===== src/rtl/vhs_pkg.sv =====
// Shared types and constants for the 2x2x2 volume halving block.
`timescale 1ns / 1ps
package vhs_pkg;

    // Largest volume row and column counts the cube store covers.
    localparam int MAX_WIDTH   = 512;
    localparam int MAX_HEIGHT  = 512;
    localparam int HALF_W      = MAX_WIDTH / 2;

    // Cube store geometry.
    localparam int STORE_DEPTH = 65536;
    localparam int IDX_W       = $clog2(STORE_DEPTH);
    localparam int ACC_W       = 11;
    localparam int SUM_LIMIT   = 2047;

    // Field and counter widths.
    localparam int VOX_W       = 8;
    localparam int COL_W       = 10;
    localparam int ROW_W       = 10;
    localparam int PLANE_W     = 12;
    localparam int CHAN_W      = 2;
    localparam int DEPTH_W     = 13;
    localparam int NCH_W       = 3;
    localparam int CFG_DATA_W  = 13;
    localparam int CFG_IDX_W   = 3;

    localparam int DEPTH_LIMIT = 4096;
    localparam int CH_LIMIT    = 4;

    // Register indexes on the configuration port.
    localparam logic [CFG_IDX_W-1:0] REG_MODE_MAX     = 3'd0;
    localparam logic [CFG_IDX_W-1:0] REG_VOL_WIDTH    = 3'd1;
    localparam logic [CFG_IDX_W-1:0] REG_VOL_HEIGHT   = 3'd2;
    localparam logic [CFG_IDX_W-1:0] REG_VOL_DEPTH    = 3'd3;
    localparam logic [CFG_IDX_W-1:0] REG_NUM_CHANNELS = 3'd4;

    typedef struct packed {
        logic               mode_max;
        logic [COL_W-1:0]   vol_width;
        logic [ROW_W-1:0]   vol_height;
        logic [DEPTH_W-1:0] vol_depth;
        logic [NCH_W-1:0]   num_channels;
    } cfg_t;

    // Per-item cube bookkeeping handed from the scan counters to the accumulator.
    typedef struct packed {
        logic             act;       // voxel lies inside a full cube
        logic             first;     // first voxel of its cube
        logic             last;      // last voxel of its cube
        logic             out_last;  // final result of the last channel
        logic [IDX_W-1:0] idx;       // cube store entry
    } cube_info_t;

endpackage


===== src/rtl/vhs_scan.sv =====
// Raster position counters and cube classification of the incoming voxel.
`timescale 1ns / 1ps
module vhs_scan (
    input  logic                aclk,
    input  logic                aresetn,
    input  vhs_pkg::cfg_t       cfg,
    input  logic                advance,
    output vhs_pkg::cube_info_t info
);

    logic [vhs_pkg::COL_W-1:0]   col_reg,   col_next;
    logic [vhs_pkg::ROW_W-1:0]   row_reg,   row_next;
    logic [vhs_pkg::PLANE_W-1:0] plane_reg, plane_next;
    logic [vhs_pkg::CHAN_W-1:0]  chan_reg,  chan_next;

    logic [vhs_pkg::COL_W-1:0]   ucols;
    logic [vhs_pkg::ROW_W-1:0]   urows;
    logic [vhs_pkg::DEPTH_W-1:0] eff_depth;
    logic [vhs_pkg::DEPTH_W-1:0] uplanes;
    logic [vhs_pkg::NCH_W-1:0]   eff_ch;

    logic [vhs_pkg::COL_W:0]     col_inc;
    logic [vhs_pkg::ROW_W:0]     row_inc;
    logic [vhs_pkg::DEPTH_W-1:0] plane_inc;
    logic [vhs_pkg::NCH_W-1:0]   chan_inc;

    // Usable (even, capped) extents.
    always_comb begin
        ucols = (cfg.vol_width < vhs_pkg::COL_W'(vhs_pkg::MAX_WIDTH))
              ? cfg.vol_width : vhs_pkg::COL_W'(vhs_pkg::MAX_WIDTH);
        ucols[0] = 1'b0;
        urows = (cfg.vol_height < vhs_pkg::ROW_W'(vhs_pkg::MAX_HEIGHT))
              ? cfg.vol_height : vhs_pkg::ROW_W'(vhs_pkg::MAX_HEIGHT);
        urows[0] = 1'b0;
        eff_depth = (cfg.vol_depth > vhs_pkg::DEPTH_W'(vhs_pkg::DEPTH_LIMIT))
                  ? vhs_pkg::DEPTH_W'(vhs_pkg::DEPTH_LIMIT) : cfg.vol_depth;
        uplanes = eff_depth;
        uplanes[0] = 1'b0;
        if (cfg.num_channels == '0) begin
            eff_ch = vhs_pkg::NCH_W'(1);
        end else if (cfg.num_channels > vhs_pkg::NCH_W'(vhs_pkg::CH_LIMIT)) begin
            eff_ch = vhs_pkg::NCH_W'(vhs_pkg::CH_LIMIT);
        end else begin
            eff_ch = cfg.num_channels;
        end
    end

    always_comb begin
        col_inc   = {1'b0, col_reg} + 1'b1;
        row_inc   = {1'b0, row_reg} + 1'b1;
        plane_inc = {1'b0, plane_reg} + 1'b1;
        chan_inc  = {1'b0, chan_reg} + 1'b1;

        info.act = (col_reg < ucols) && (row_reg < urows)
                && ({1'b0, plane_reg} < uplanes);
        info.first = ~(col_reg[0] | row_reg[0] | plane_reg[0]);
        info.last  =   col_reg[0] & row_reg[0] & plane_reg[0];
        info.out_last = (chan_inc == eff_ch) && (plane_inc == uplanes)
                     && (row_inc == {1'b0, urows}) && (col_inc == {1'b0, ucols});
        info.idx = vhs_pkg::IDX_W'(32'(row_reg >> 1) * vhs_pkg::HALF_W
                                 + 32'(col_reg >> 1));

        // Column carries into row, row into plane, plane into channel.
        col_next   = col_inc[vhs_pkg::COL_W-1:0];
        row_next   = row_reg;
        plane_next = plane_reg;
        chan_next  = chan_reg;
        if (col_inc >= {1'b0, cfg.vol_width}) begin
            col_next = '0;
            row_next = row_inc[vhs_pkg::ROW_W-1:0];
            if (row_inc >= {1'b0, cfg.vol_height}) begin
                row_next   = '0;
                plane_next = plane_inc[vhs_pkg::PLANE_W-1:0];
                if (plane_inc >= eff_depth) begin
                    plane_next = '0;
                    chan_next  = chan_inc[vhs_pkg::CHAN_W-1:0];
                    if (chan_inc >= eff_ch) begin
                        chan_next = '0;
                    end
                end
            end
        end
    end

    always_ff @(posedge aclk) begin
        if (!aresetn) begin
            col_reg   <= '0;
            row_reg   <= '0;
            plane_reg <= '0;
            chan_reg  <= '0;
        end else if (advance) begin
            col_reg   <= col_next;
            row_reg   <= row_next;
            plane_reg <= plane_next;
            chan_reg  <= chan_next;
        end
    end

endmodule


===== config.mk =====
export PLATFORM = sky130hd
export DESIGN_NAME = vhs_scan
export DESIGN_NICKNAME = d
export VERILOG_FILES = /design/src/rtl/vhs_pkg.sv /design/src/rtl/vhs_scan.sv
export SDC_FILE = /design/constraint.sdc
export NUM_CORES = 1
export LEC_CHECK = 0
export ABC_AREA = 1
export BUFFER_PORTS_ARGS = -buffer_cell sky130_fd_sc_hd__buf_2
export CAP_MARGIN = 20
export CELL_PAD_IN_SITES_DETAIL_PLACEMENT = 0
export CELL_PAD_IN_SITES_GLOBAL_PLACEMENT = 1
export CORE_MARGIN = 1
export CORE_UTILIZATION = 41
export CTS_CLUSTER_SIZE = 25
export DETAILED_ROUTE_END_ITERATION = 12
export HOLD_SLACK_MARGIN = 0.08
export PLACE_DENSITY = 0.89
export SLEW_MARGIN = 20
export SYNTH_ARGS = -nofsm -noshare
export SYNTH_HDL_FRONTEND = slang
export SYNTH_SLANG_ARGS = --single-unit

===== constraint.sdc =====
create_clock -name aclk -period 3.8 [get_ports aclk]
set_clock_uncertainty 0.15 [all_clocks]
set_input_delay 0.19 -clock aclk [delete_from_list [all_inputs] [get_ports aclk]]
set_output_delay 0.19 -clock aclk [all_outputs]
set_load 0.01 [all_outputs]

==> reports/qor.txt <==
Initial core utilization: 42.8%
Die area: 10700 µm²
Worst-Skew Late Latency: 0.29 ns
IO buf count: 58
Largest cells by area after synthesis: ha_1 20%, nand2_1 18%, dfxtp_1 16%
Area leader, netlist: ha_1
Ys flop type: dfxtp_1
Global-route wire length before repair: 18000 µm
Congestion Overflow GR: 0
Ys async rst share: 0%
Sequential area share after synthesis: 16.1%
Final setup fails: 0
Area of placed instances: 4580 µm²
Number of antenna diodes: 0
Post-Syn Area: 4220 µm²
# clock sinks: 34
Total Wirelength: 10800 µm
Worst VDD drop: 0.150 mV
Slew Viols, Final: 0
Ys Warns: 0
HPWL after DPL: 8950 µm
Via count: 4251
Final Hold Vio Count: 0
Crit start category: flip-flop
Outcome: finished clean
Iteration-0 DRC Markers: 157
H-Tree Depth: 2
Count of cell types in the netlist: 37
Std cell rows: 36
Total Routing Usage GR: 21.5%
Mapped Cells: 696
Layout cells sized above 1: 11.1%
CTS clk-pin slew, worst paths: 0.08 ns
Vias in the first global route: 3941
Most frequent cell after synthesis: nand2_1
M1 WL: 5160 µm
Worst Path Required: 3.46 ns
Post-synthesis mux area share: 0%
Post-DRT Antenna Nets: 0
DRC viols: 0
Largest net degree at the start of global routing: 26
Slew headroom: 60.2%
Design area: 4730 µm²
GP Congestion: 0.884
CP startpoint: plane_reg[0]
R2r startpoint: row_reg[0]
Fillers: 1047
Achievable frequency: 287 MHz
Nets: 855
Met3 wire length: 387 µm
Max Used Layer: met4
Simple-gate share of the synthesized area: 36.1%
Synth-to-Final Area Change: 12.2%
Die height: 103 µm
Hold Path Class: input port to flip-flop
Final Critical Period: 3.49 ns
Vias per cell: 4.83
Main combinational cell family by area after synthesis: simple AND/OR/NAND/NOR gates
Tightest Pin Transition: 0.595 ns
Compound-Gate Fraction of Synth Area: 7.95%
Total power: 984 µW
Crit path max fanout: 6
#FFs+latches synth: 34
Max Buffers Root-to-Sink: 2
CORE AREA: 9860 µm²
Post-synth EDFFs: 0
Pleak: 2.64 nW
Period utilization: 91.8%
Hold Startpoint: aresetn
Worst setup EP type: primary output
CP Class: flip-flop to primary output
Max-cap violations: 0
Synth top cells by count: 206 x nand2_1, 120 x inv_1, 88 x nor2_1
Top cell type's share of synthesized area: 20.2%
Wire per inst: 12.3 µm
Syn avg cell area: 6.06 µm²
CP arrival: 3.15 ns
Initial antenna violation count: 0
Largest register FFs: 12
Pwr Density: 208 nW/µm²
Drt pass-1 iters: 5
Die Wd: 103 µm
Syn Nets: 804
Root buffer cell: clkbuf_8
Post-synthesis xor/xnor area fraction: 6.23%
WL met2: 5190 µm
Synth Area in Adders: 20.2%
TritonCTS buffer count: 5
TritonCTS clock tree: built
IO Pins: 60
Post-CTS Repair Setup Buffers: 0
-- per-layer routing --
| layer | track usage [%] | up-vias |
|---|---|---|
| li1 | - | 2276 |
| met1 | 28.0 | 1887 |
| met2 | 38.6 | 80 |
| met3 | 2.42 | 8 |
| met4 | 3.58 | 0 |
| met5 | 0 | - |
-- worst max-delay path: stages, from the launching register on --
cell and delay [ns]:
dfxtp_2 0.40, inv_1 0.09, nor3_2 0.29, nand2_1 0.18
nor4_1 0.33, nor2_1 0.08, ha_1 0.31, nand2_1 0.05
nor2_1 0.16, nand2_1 0.12, nor2_1 0.11, nand3_1 0.14
nor2_1 0.12, nand2_1 0.05, nor2_1 0.09, nand3_1 0.08
nor2_1 0.10, buf_2 0.14
-- power breakdown --
part	leakage, nW	switching (mW)	internal [mW]
Clock	0.0683	0.155	0.263
Sequential	0.275	0.00490	0.360
Combinational	2.29	0.126	0.0755
Total	2.64	0.286	0.698
-- logic make-up after synthesis --
logic type      after synthesis
simple gates                365
fa+ha+maj                    68
xor+xnor                     30
compound gates               61
flops                        34
buf+inv                     138
-- final timing paths --
check / end / slack [ns] / depth (start not counted)
setup / recovery: info[16] / 0.31 / 17
hold / removal: plane_reg[9] / 0.22 / 3
setup reg to reg: row_reg[0] / 0.55 / 13
hold reg to reg: chan_reg[1] / 0.34 / 2
-- through the flow --
step / TNS (ns) / setup slack, ns / instances / hold WS, ns / utilization [%]
2_1_floorplan: 0 / 1.06 / 696 / 0.136 / -
3_3_place_gp: 0 / 0.524 / 872 / 0.326 / 46.4
3_5_place_dp: 0 / 0.456 / 872 / 0.332 / 46.4
4_1_cts: 0 / 0.110 / 881 / 0.223 / 47.9
5_1_grt: -0.0196 / -0.0196 / 881 / 0.256 / 48.0
6_report: 0 / 0.311 / 881 / 0.219 / 48.0
-- layout make-up --
| type | count | area, µm² | area share, % |
|---|---|---|---|
| clock inverters | 3 | 68.8 | 1.45 |
| repair buffers | 61 | 315 | 6.66 |
| inverters | 121 | 454 | 9.59 |
| flip-flops and latches | 34 | 682 | 14.4 |
| well taps | 133 | 166 | 3.51 |
| clock buffers | 5 | 68.8 | 1.45 |
| multi-input cells | 524 | 2980 | 62.9 |
-- repair_timing --
item,in CTS,in global routing
hold buffers,1,0
endpoints found under the setup margin,0,1
endpoints found under the hold margin,2,0
gates resized for setup,0,2
-- cells in the final DEF, fill, tap and decap left out, types with 8 or more instances in the layout --
| cell type | n |
|---|---|
| nor2_1 | 88 |
| xor2_1 | 30 |
| dfxtp_1 | 33 |
| nor3_1 | 9 |
| a21oi_1 | 32 |
| ha_1 | 68 |
| inv_1 | 120 |
| nand2_1 | 206 |
| nand3_1 | 32 |
| buf_2 | 58 |
| o21ai_0 | 13 |
| nand4_1 | 8 |
(Power assumes the default switching activity.)
