**src/rtl/vhs_pkg.sv**
```systemverilog
// Shared types and constants for the 2x2x2 volume halving block.
`timescale 1ns / 1ps
package vhs_pkg;

    // Largest volume row and column counts the cube store covers.
    localparam int MAX_WIDTH   = 512;
    localparam int MAX_HEIGHT  = 512;
    localparam int HALF_W      = MAX_WIDTH / 2;

    // Cube store geometry.
    localparam int STORE_DEPTH = 65536;
    localparam int IDX_W       = $clog2(STORE_DEPTH);
    localparam int ACC_W       = 11;
    localparam int SUM_LIMIT   = 2047;

    // Field and counter widths.
    localparam int VOX_W       = 8;
    localparam int COL_W       = 10;
    localparam int ROW_W       = 10;
    localparam int PLANE_W     = 12;
    localparam int CHAN_W      = 2;
    localparam int DEPTH_W     = 13;
    localparam int NCH_W       = 3;
    localparam int CFG_DATA_W  = 13;
    localparam int CFG_IDX_W   = 3;

    localparam int DEPTH_LIMIT = 4096;
    localparam int CH_LIMIT    = 4;

    // Register indexes on the configuration port.
    localparam logic [CFG_IDX_W-1:0] REG_MODE_MAX     = 3'd0;
    localparam logic [CFG_IDX_W-1:0] REG_VOL_WIDTH    = 3'd1;
    localparam logic [CFG_IDX_W-1:0] REG_VOL_HEIGHT   = 3'd2;
    localparam logic [CFG_IDX_W-1:0] REG_VOL_DEPTH    = 3'd3;
    localparam logic [CFG_IDX_W-1:0] REG_NUM_CHANNELS = 3'd4;

    typedef struct packed {
        logic               mode_max;
        logic [COL_W-1:0]   vol_width;
        logic [ROW_W-1:0]   vol_height;
        logic [DEPTH_W-1:0] vol_depth;
        logic [NCH_W-1:0]   num_channels;
    } cfg_t;

    // Per-item cube bookkeeping handed from the scan counters to the accumulator.
    typedef struct packed {
        logic             act;       // voxel lies inside a full cube
        logic             first;     // first voxel of its cube
        logic             last;      // last voxel of its cube
        logic             out_last;  // final result of the last channel
        logic [IDX_W-1:0] idx;       // cube store entry
    } cube_info_t;

endpackage

```
**src/rtl/vhs_accum.sv**
```systemverilog
// Read-modify-write stage on the cube store plus the result register.
`timescale 1ns / 1ps
module vhs_accum (
    input  logic                            aclk,
    input  logic                            aresetn,
    input  logic                            mode_max,
    input  logic                            in_take,
    input  vhs_pkg::cube_info_t             in_info,
    input  logic [vhs_pkg::VOX_W-1:0]       in_voxel,
    output logic                            in_ready,
    input  logic [vhs_pkg::ACC_W-1:0]       rd_data,
    output logic                            wr_en,
    output logic [vhs_pkg::IDX_W-1:0]       wr_addr,
    output logic [vhs_pkg::ACC_W-1:0]       wr_data,
    output logic                            m_valid,
    input  logic                            m_ready,
    output logic [vhs_pkg::VOX_W-1:0]       m_out_voxel,
    output logic                            m_out_last
);

    logic                        s1_valid_reg;
    vhs_pkg::cube_info_t         s1_info_reg;
    logic [vhs_pkg::VOX_W-1:0]   s1_voxel_reg;
    logic                        s1_fwd_reg;
    logic [vhs_pkg::ACC_W-1:0]   s1_fwd_data_reg;

    logic                        m_valid_reg;
    logic [vhs_pkg::VOX_W-1:0]   m_voxel_reg;
    logic                        m_last_reg;

    logic [vhs_pkg::ACC_W-1:0]   old_val;
    logic [vhs_pkg::ACC_W:0]     sum;
    logic [vhs_pkg::ACC_W-1:0]   acc;
    logic [vhs_pkg::ACC_W:0]     rnd_sum;
    logic [vhs_pkg::ACC_W-1:0]   res_wide;
    logic [vhs_pkg::VOX_W-1:0]   res;
    logic                        emit;
    logic                        out_free;
    logic                        s1_done;

    always_comb begin
        // Entry written at the edge this item was read comes from the bypass.
        old_val = s1_fwd_reg ? s1_fwd_data_reg : rd_data;
        sum = {1'b0, old_val} + (vhs_pkg::ACC_W+1)'(s1_voxel_reg);
        if (s1_info_reg.first) begin
            acc = vhs_pkg::ACC_W'(s1_voxel_reg);
        end else if (mode_max) begin
            acc = (old_val > vhs_pkg::ACC_W'(s1_voxel_reg))
                ? old_val : vhs_pkg::ACC_W'(s1_voxel_reg);
        end else if (sum > (vhs_pkg::ACC_W+1)'(vhs_pkg::SUM_LIMIT)) begin
            acc = vhs_pkg::ACC_W'(vhs_pkg::SUM_LIMIT);
        end else begin
            acc = sum[vhs_pkg::ACC_W-1:0];
        end

        rnd_sum  = {1'b0, acc} + (vhs_pkg::ACC_W+1)'(4);
        res_wide = mode_max ? acc : vhs_pkg::ACC_W'(rnd_sum >> 3);
        res = (res_wide > vhs_pkg::ACC_W'(255)) ? '1 : res_wide[vhs_pkg::VOX_W-1:0];

        out_free = !m_valid_reg || m_ready;
        emit     = s1_valid_reg && s1_info_reg.act && s1_info_reg.last;
        s1_done  = s1_valid_reg && (!emit || out_free);
        in_ready = !s1_valid_reg || s1_done;

        wr_en   = s1_done && s1_info_reg.act;
        wr_addr = s1_info_reg.idx;
        wr_data = acc;
    end

    always_ff @(posedge aclk) begin
        if (!aresetn) begin
            s1_valid_reg <= 1'b0;
            m_valid_reg  <= 1'b0;
        end else begin
            if (in_take) begin
                s1_valid_reg <= 1'b1;
            end else if (s1_done) begin
                s1_valid_reg <= 1'b0;
            end
            if (emit && s1_done) begin
                m_valid_reg <= 1'b1;
            end else if (m_ready) begin
                m_valid_reg <= 1'b0;
            end
        end
    end

    always_ff @(posedge aclk) begin
        if (in_take) begin
            s1_info_reg     <= in_info;
            s1_voxel_reg    <= in_voxel;
            s1_fwd_reg      <= wr_en && (wr_addr == in_info.idx);
            s1_fwd_data_reg <= acc;
        end
        if (emit && s1_done) begin
            m_voxel_reg <= res;
            m_last_reg  <= s1_info_reg.out_last;
        end
    end

    assign m_valid     = m_valid_reg;
    assign m_out_voxel = m_voxel_reg;
    assign m_out_last  = m_last_reg;

endmodule

```
**config.mk**
```make
export PLATFORM = sky130hd
export DESIGN_NAME = vhs_accum
export DESIGN_NICKNAME = d
export VERILOG_FILES = /design/src/rtl/vhs_pkg.sv /design/src/rtl/vhs_accum.sv
export SDC_FILE = /design/constraint.sdc
export NUM_CORES = 1
export LEC_CHECK = 0
export BUFFER_PORTS_ARGS = -buffer_cell sky130_fd_sc_hd__buf_2
export CORE_MARGIN = 3
export CORE_UTILIZATION = 54
export DETAILED_ROUTE_END_ITERATION = 10
export PLACE_DENSITY = 0.81
export RECOVER_POWER = 25
export SLEW_MARGIN = 40
export SYNTH_ARGS = -nofsm -noshare
export SYNTH_HDL_FRONTEND = slang
export SYNTH_SLANG_ARGS = --single-unit
export TNS_END_PERCENT = 1
```
**constraint.sdc**
```tcl
create_clock -name aclk -period 5 [get_ports aclk]
set_input_delay 0 -clock aclk [delete_from_list [all_inputs] [get_ports aclk]]
set_output_delay 0 -clock aclk [all_outputs]
set_load 0.005 [all_outputs]
```
==> metrics, run 1 <==
H-tree levels=2; Final Hold Viols=0; max FFs per register=16; kind of critical path=reg2reg; sequential area share after synthesis=0.457; CTS root buffer=clkbuf_8; Top Ports=83; Slew Limit Fails=42; pwr dens=304 nW/um^2; WL per Instance=19.6 microns; Routed Antenna Nets=0; EDFF count, synth=49; WP data required=5070 ps; Final Skew=8.30 ps; Worst-Skew Late Latency=310 ps; Tcrit/Tclk final=0.879; Hold Buf Count CTS=29; mapped cell area=3310 sq um; Max FO, Critical Path=15; leading cell types by count after synthesis=49 x edfxtp_1, 20 x inv_1, 17 x buf_4, 17 x ha_1; MaxCap Viol Count=1; leakage=1.67 nW; hold_sp=m_ready; library cells used by synthesis=66; maximum VDD drop=0.325 mV; overall power=1.24 mW; yosys warns=0; layout net count=454; Synth Instances=298; RSZ-0062 raised after global routing=no; final std cells w/o fill=465; total core area=5710 sq um; Slew @ Worst Pin=2250 ps; Avg Inst Size Synth=11.1 sq um; initial DRC count=238; Post-DP Area=3660 sq um; synth top area cells=edfxtp_1 44%, ha_1 6.4%, xor2_1 4.2%; clock tree from TritonCTS=built; initial antenna violation count=0; HP Class=in2reg; dominant synthesized flop cell=edfxtp_1; leading area contributor after synthesis=edfxtp_1; largest net degree at the start of global routing=42; Clock Pin Slew Worst Setup and Hold Paths=100 ps; GPL Wtd Cong=0.948; # Post-CTS Setup Buffers=0; Die H=84.3 microns; flop-to-flop setup slack=600 ps; count leader, synth=edfxtp_1; HPWL after detailed placement=6.20 mm; Vias/cell=5.94; PortBufs=82; hold path depth=3; violated checks=capacitance limit, slew limit; layout overhead on the synthesized area=23.3%; Max Root-Sink Buffers=2; Slew Limit Headroom=-0.499; row count=27; routed via count=2761; top-area cell type share of the netlist area=0.444; Inst Count DP=428; DRT Wirelength=9.12 mm; Post-Layout Inst Area=4080 sq um; first-pass GRT wire length=14.4 mm; die width=84.3 microns; Resize count post-CTS=0; Syn Nets=360; hold-critical path endpoint=m_valid; asr flop ratio synth=0; CTS Sinks=51; Die Area=7110 sq um; Num CTS Buffers=5; detailed-route DRC error count=0; crit end category=register; Reg-to-Reg Start=s1_fwd_reg; critical path startpoint category=register; vias in the first global route=2725; crit path DAT=4460 ps; share of post-route cells with drive strength above 1=0.277; Register-to-Register Path Depth=12; Synth Register Bits=51; GR Overflow Total=0; Inserted Diodes=0; R2R Path End=m_out_voxel[6]; Finish-stage setup viols=0; minimum clock period after layout=4400 ps; Setup TNS=0 ps; status=finished, violations left; fmax=227 MHz; Starting Density=0.580; Tot GR Track Use=0.258; drt first pass iters=4
-- cell usage in the layout, fill, tap and decap left out, drive strengths merged, types with 5 or more instances in the layout --
master       instances
buf                 81
edfxtp              49
dlygate4sd3         29
inv                 22
ha                  17
a21oi               16
xor2                16
nor2                15
o21ai               11
xnor2                9
mux2                 9
nor2b                8
nand2                8
nand4                7
mux2i                6
clkbuf               6
nand2b               5
nor4                 5
and2                 5
-- power breakdown --
part / total [mW] / switching [mW] / internal, mW / leakage [nW]
clock: 0.355 / 0.152 / 0.203 / 0.0703
combinational: 0.351 / 0.198 / 0.153 / 1.11
sequential: 0.536 / 0.0242 / 0.511 / 0.490
-- kinds of logic after synthesis --
family,share of synthesized area
compound gates,0.155
flops,0.457
xor+xnor,0.0661
simple gates,0.132
fa+ha+maj,0.0703
buf+inv,0.0714
mux,0.0488
-- routing by layer --
metal,global-route usage,part of all wire
met1,0.336,0.41
met2,0.420,0.49
met3,0.0608,0.068
met4,0.0950,0.029
met5,0,0
-- final cells by class --
class | instances | area, sq um
Timing Repair Buffer | 111 | 699
Sequential cell | 51 | 1510
Tap cell | 72 | 90.1
Clock inverter | 3 | 71.3
Fill cell | 389 | 1630
Inverter | 21 | 78.8
Multi-Input combinational cell | 202 | 1560
Clock buffer | 5 | 68.8
-- worst max-delay path by stage --
stage	startpoint	to	slack [ps]
after floorplan	s1_fwd_reg	m_out_voxel[6]	1290
after global placement	s1_fwd_reg	m_out_voxel[6]	830
after detailed placement	s1_fwd_reg	m_out_voxel[6]	680
after CTS	s1_fwd_reg	m_out_voxel[6]	660
after global routing	s1_fwd_reg	m_out_voxel[6]	300
final	s1_fwd_reg	m_out_voxel[6]	600
-- worst max-delay path, cell delays in order (launching register included) --
cell       delay [ps]
edfxtp_1          790
mux2i_1           380
inv_1             110
ha_1              440
nand4_1           210
a21oi_1           210
o221ai_2          230
and2_0            300
a311oi_1          600
nand4_4           210
nor2_2            200
mux2_1            340
a2bb2oi_1         130
-- through the flow --
stage               hold WS, ps  utilization  worst slack [ps]
finish                     42.5        0.715               604
global route               38.8        0.715               299
CTS                        28.8        0.716               655
detailed placement          178        0.640               683
global placement            176        0.640               829
floorplan                  98.9            -              1290
Power figures use the tool's default switching activity.
==> run 2: changes to the inputs <==
- TNS_END_PERCENT: 1 -> unset
- clock period: 5 -> 4.7 ns (I/O delays scaled with it)
==> run 2 against run 1 <==
  * The flow still finishes with violations (capacitance limit, slew limit)
  * Count of clock-buffer cells in the layout unchanged
  * Clock power is 7.6% higher
  * Worst hold slack improved by 230 ps
  * Final cell count up 1.5%
  * Die area is the same
  * Critical path depth fell by 2
  * Global-route usage shrank 0.89 points
  * Clock skew rose by 1.2 ps
  * Largest power group unchanged
==> metrics, run 2 (same netlist as run 1, synthesis figures left out) <==
status=finished, violations left; violated checks=capacitance limit, slew limit; initial DRC count=292; critical path startpoint category=register; Clock power frac=0.289; Register-to-Register Path Depth=12; CTS Sinks=51; Num CTS Buffers=5; Die Area=7110 sq um; hold-critical path endpoint=m_out_voxel[6]; Slew @ Worst Pin=2310 ps; design internal power=926 uW; share of post-route cells with drive strength above 1=0.290; pwr dens=320 nW/um^2; DRT Wirelength=8.90 mm; WP data required=4700 ps; final worst setup slack=515 ps; HPWL after detailed placement=6.17 mm; Tot GR Track Use=0.249; RSZ-0062 raised after global routing=no; clock tree from TritonCTS=built; Slew Limit Fails=42; Post-DP Area=3660 sq um; kind of critical path=reg2out; R2R Path End=m_out_voxel[6]; hold_sp=rd_data[6]; flop-to-flop setup slack=520 ps; Clock Pin Slew Worst Setup and Hold Paths=100 ps; layout net count=461; total core area=5710 sq um; WL per Instance=18.8 microns; MaxCap Viol Count=1; Sw Ratio=0.301; Setup TNS=0 ps; Reg-to-Reg Start=s1_fwd_reg; overall power=1.32 mW; Final Skew=9.49 ps; commonest non-fill, non-tap cells in the layout=81 x buf_2, 49 x edfxtp_1, 30 x dlygate4sd3_1; Gate power share=0.283; Resize count post-CTS=0; routed via count=2836; detailed-route DRC error count=0; Starting Density=0.580; sequential share of power=0.428; Slew Limit Headroom=-0.541; first-pass GRT wire length=14.0 mm; CP bufs+invs=2; CP Cell Sequence=buf_4, mux2_2, ha_1, nand4_1, a21oi_1, o221ai_2, and2_0, a311oi_1, a21boi_0, buf_2; Tcrit/Tclk final=0.890; die width=84.3 microns; slowest stage delay, CP=610 ps; leakage=1.70 nW; row count=27; GR Overflow Total=0; GPL Wtd Cong=0.967; Inserted Diodes=0; initial antenna violation count=0; Finish-stage setup viols=0; final core area utilization=0.725; Crit path max-delay family=compound AO/OA/AOI/OAI gates; hold path depth=5; commonest non-fill, non-tap cell in the layout=buf_2; HP Class=in2reg; CTS root buffer=clkbuf_8; Vias/cell=6.01; Max FO, Critical Path=8; Routed Antenna Nets=0; maximum VDD drop=0.296 mV; vias in the first global route=2779; max FFs per register=16; pre-CTS setup slack=469 ps; slowest CP cell=a311oi_1; layout overhead on the synthesized area=25.1%; largest net degree at the start of global routing=42; Worst-Skew Late Latency=320 ps; H-tree levels=2; drt first pass iters=5; Die H=84.3 microns; PortBufs=82; minimum clock period after layout=4190 ps; crit end category=primary output; crit path DAT=4190 ps; fmax=239 MHz; Sw Pwr=398 uW; Top Ports=83; Final Hold Viols=0; Post-Layout Inst Area=4140 sq um; Max Root-Sink Buffers=2
==> run 2: cell count changes in the layout (fill, tap and decap cells not counted) <==
cell           before  now
buf_4               0    6
dlygate4sd3_1      29   30
nor2b_1             8    7
nor2b_2             0    1
==> run 2: power groups by stage <==
stage,logic (mW),clock network (mW),registers (mW)
6_report,0.374,0.382,0.567
5_1_grt,0.408,0.398,0.570
4_1_cts,0.361,0.385,0.566
3_5_place_dp,0.339,0,0.576
3_3_place_gp,0.336,0,0.576
2_1_floorplan,0.243,0,0.567
==> run 2: stage by stage <==
| stage | instances | hold WS [ps] |
|---|---|---|
| final | 472 | 272 |
| after global routing | 472 | 295 |
| after CTS | 467 | 201 |
| after detailed placement | 429 | 179 |
| after global placement | 429 | 176 |
| after floorplan | 298 | 98.9 |
==> run 2: layout make-up <==
type	instances	area, sq um
clock buffer	5	68.8
clock inverter	3	71.3
fill	391	1570
inverter	21	78.8
multi-input combinational	202	1570
sequential	51	1510
tap	72	90.1
timing repair buffer	118	754
==> run 2: timing repair <==
action	4_1_cts	5_1_grt
endpoints found under the hold margin	30	0
buffers inserted	0	5
setup endpoints to repair	0	1
hold buffers	30	0
==> run 2: worst max-delay path by stage <==
stage / slack [ps] / from / endpoint / depth (start not counted)
after floorplan: 990 / s1_fwd_reg / m_out_voxel[6] / 13
after global placement: 570 / s1_fwd_reg / m_out_voxel[6] / 12
after detailed placement: 470 / s1_fwd_reg / m_out_voxel[6] / 12
after CTS: 410 / s1_fwd_reg / m_out_voxel[6] / 12
after global routing: 230 / s1_fwd_reg / m_out_voxel[7] / 13
final: 510 / s1_fwd_reg / wr_data[2] / 10
==> run 2: worst register-to-register path, cell delays in order (launching register included) <==
cell and delay (ps):
edfxtp_1 540, buf_4 180, mux2_2 370, ha_1 420, nand4_1 200, a21oi_1 210
o221ai_2 220, and2_0 300, a311oi_1 610, nand4_4 210, nor2_2 200, mux2_1 340
a2bb2oi_1 130
==> run 2: layer usage <==
metal  wire length [microns]  share of wire  track usage  vias to the layer above
li1                        -              -            -                     1300
met1                    3520           0.40        0.321                     1355
met2                    4330           0.49        0.412                      154
met3                     772          0.087       0.0608                       27
met4                     279          0.031       0.0819                        0
met5                       0              0            0                        -
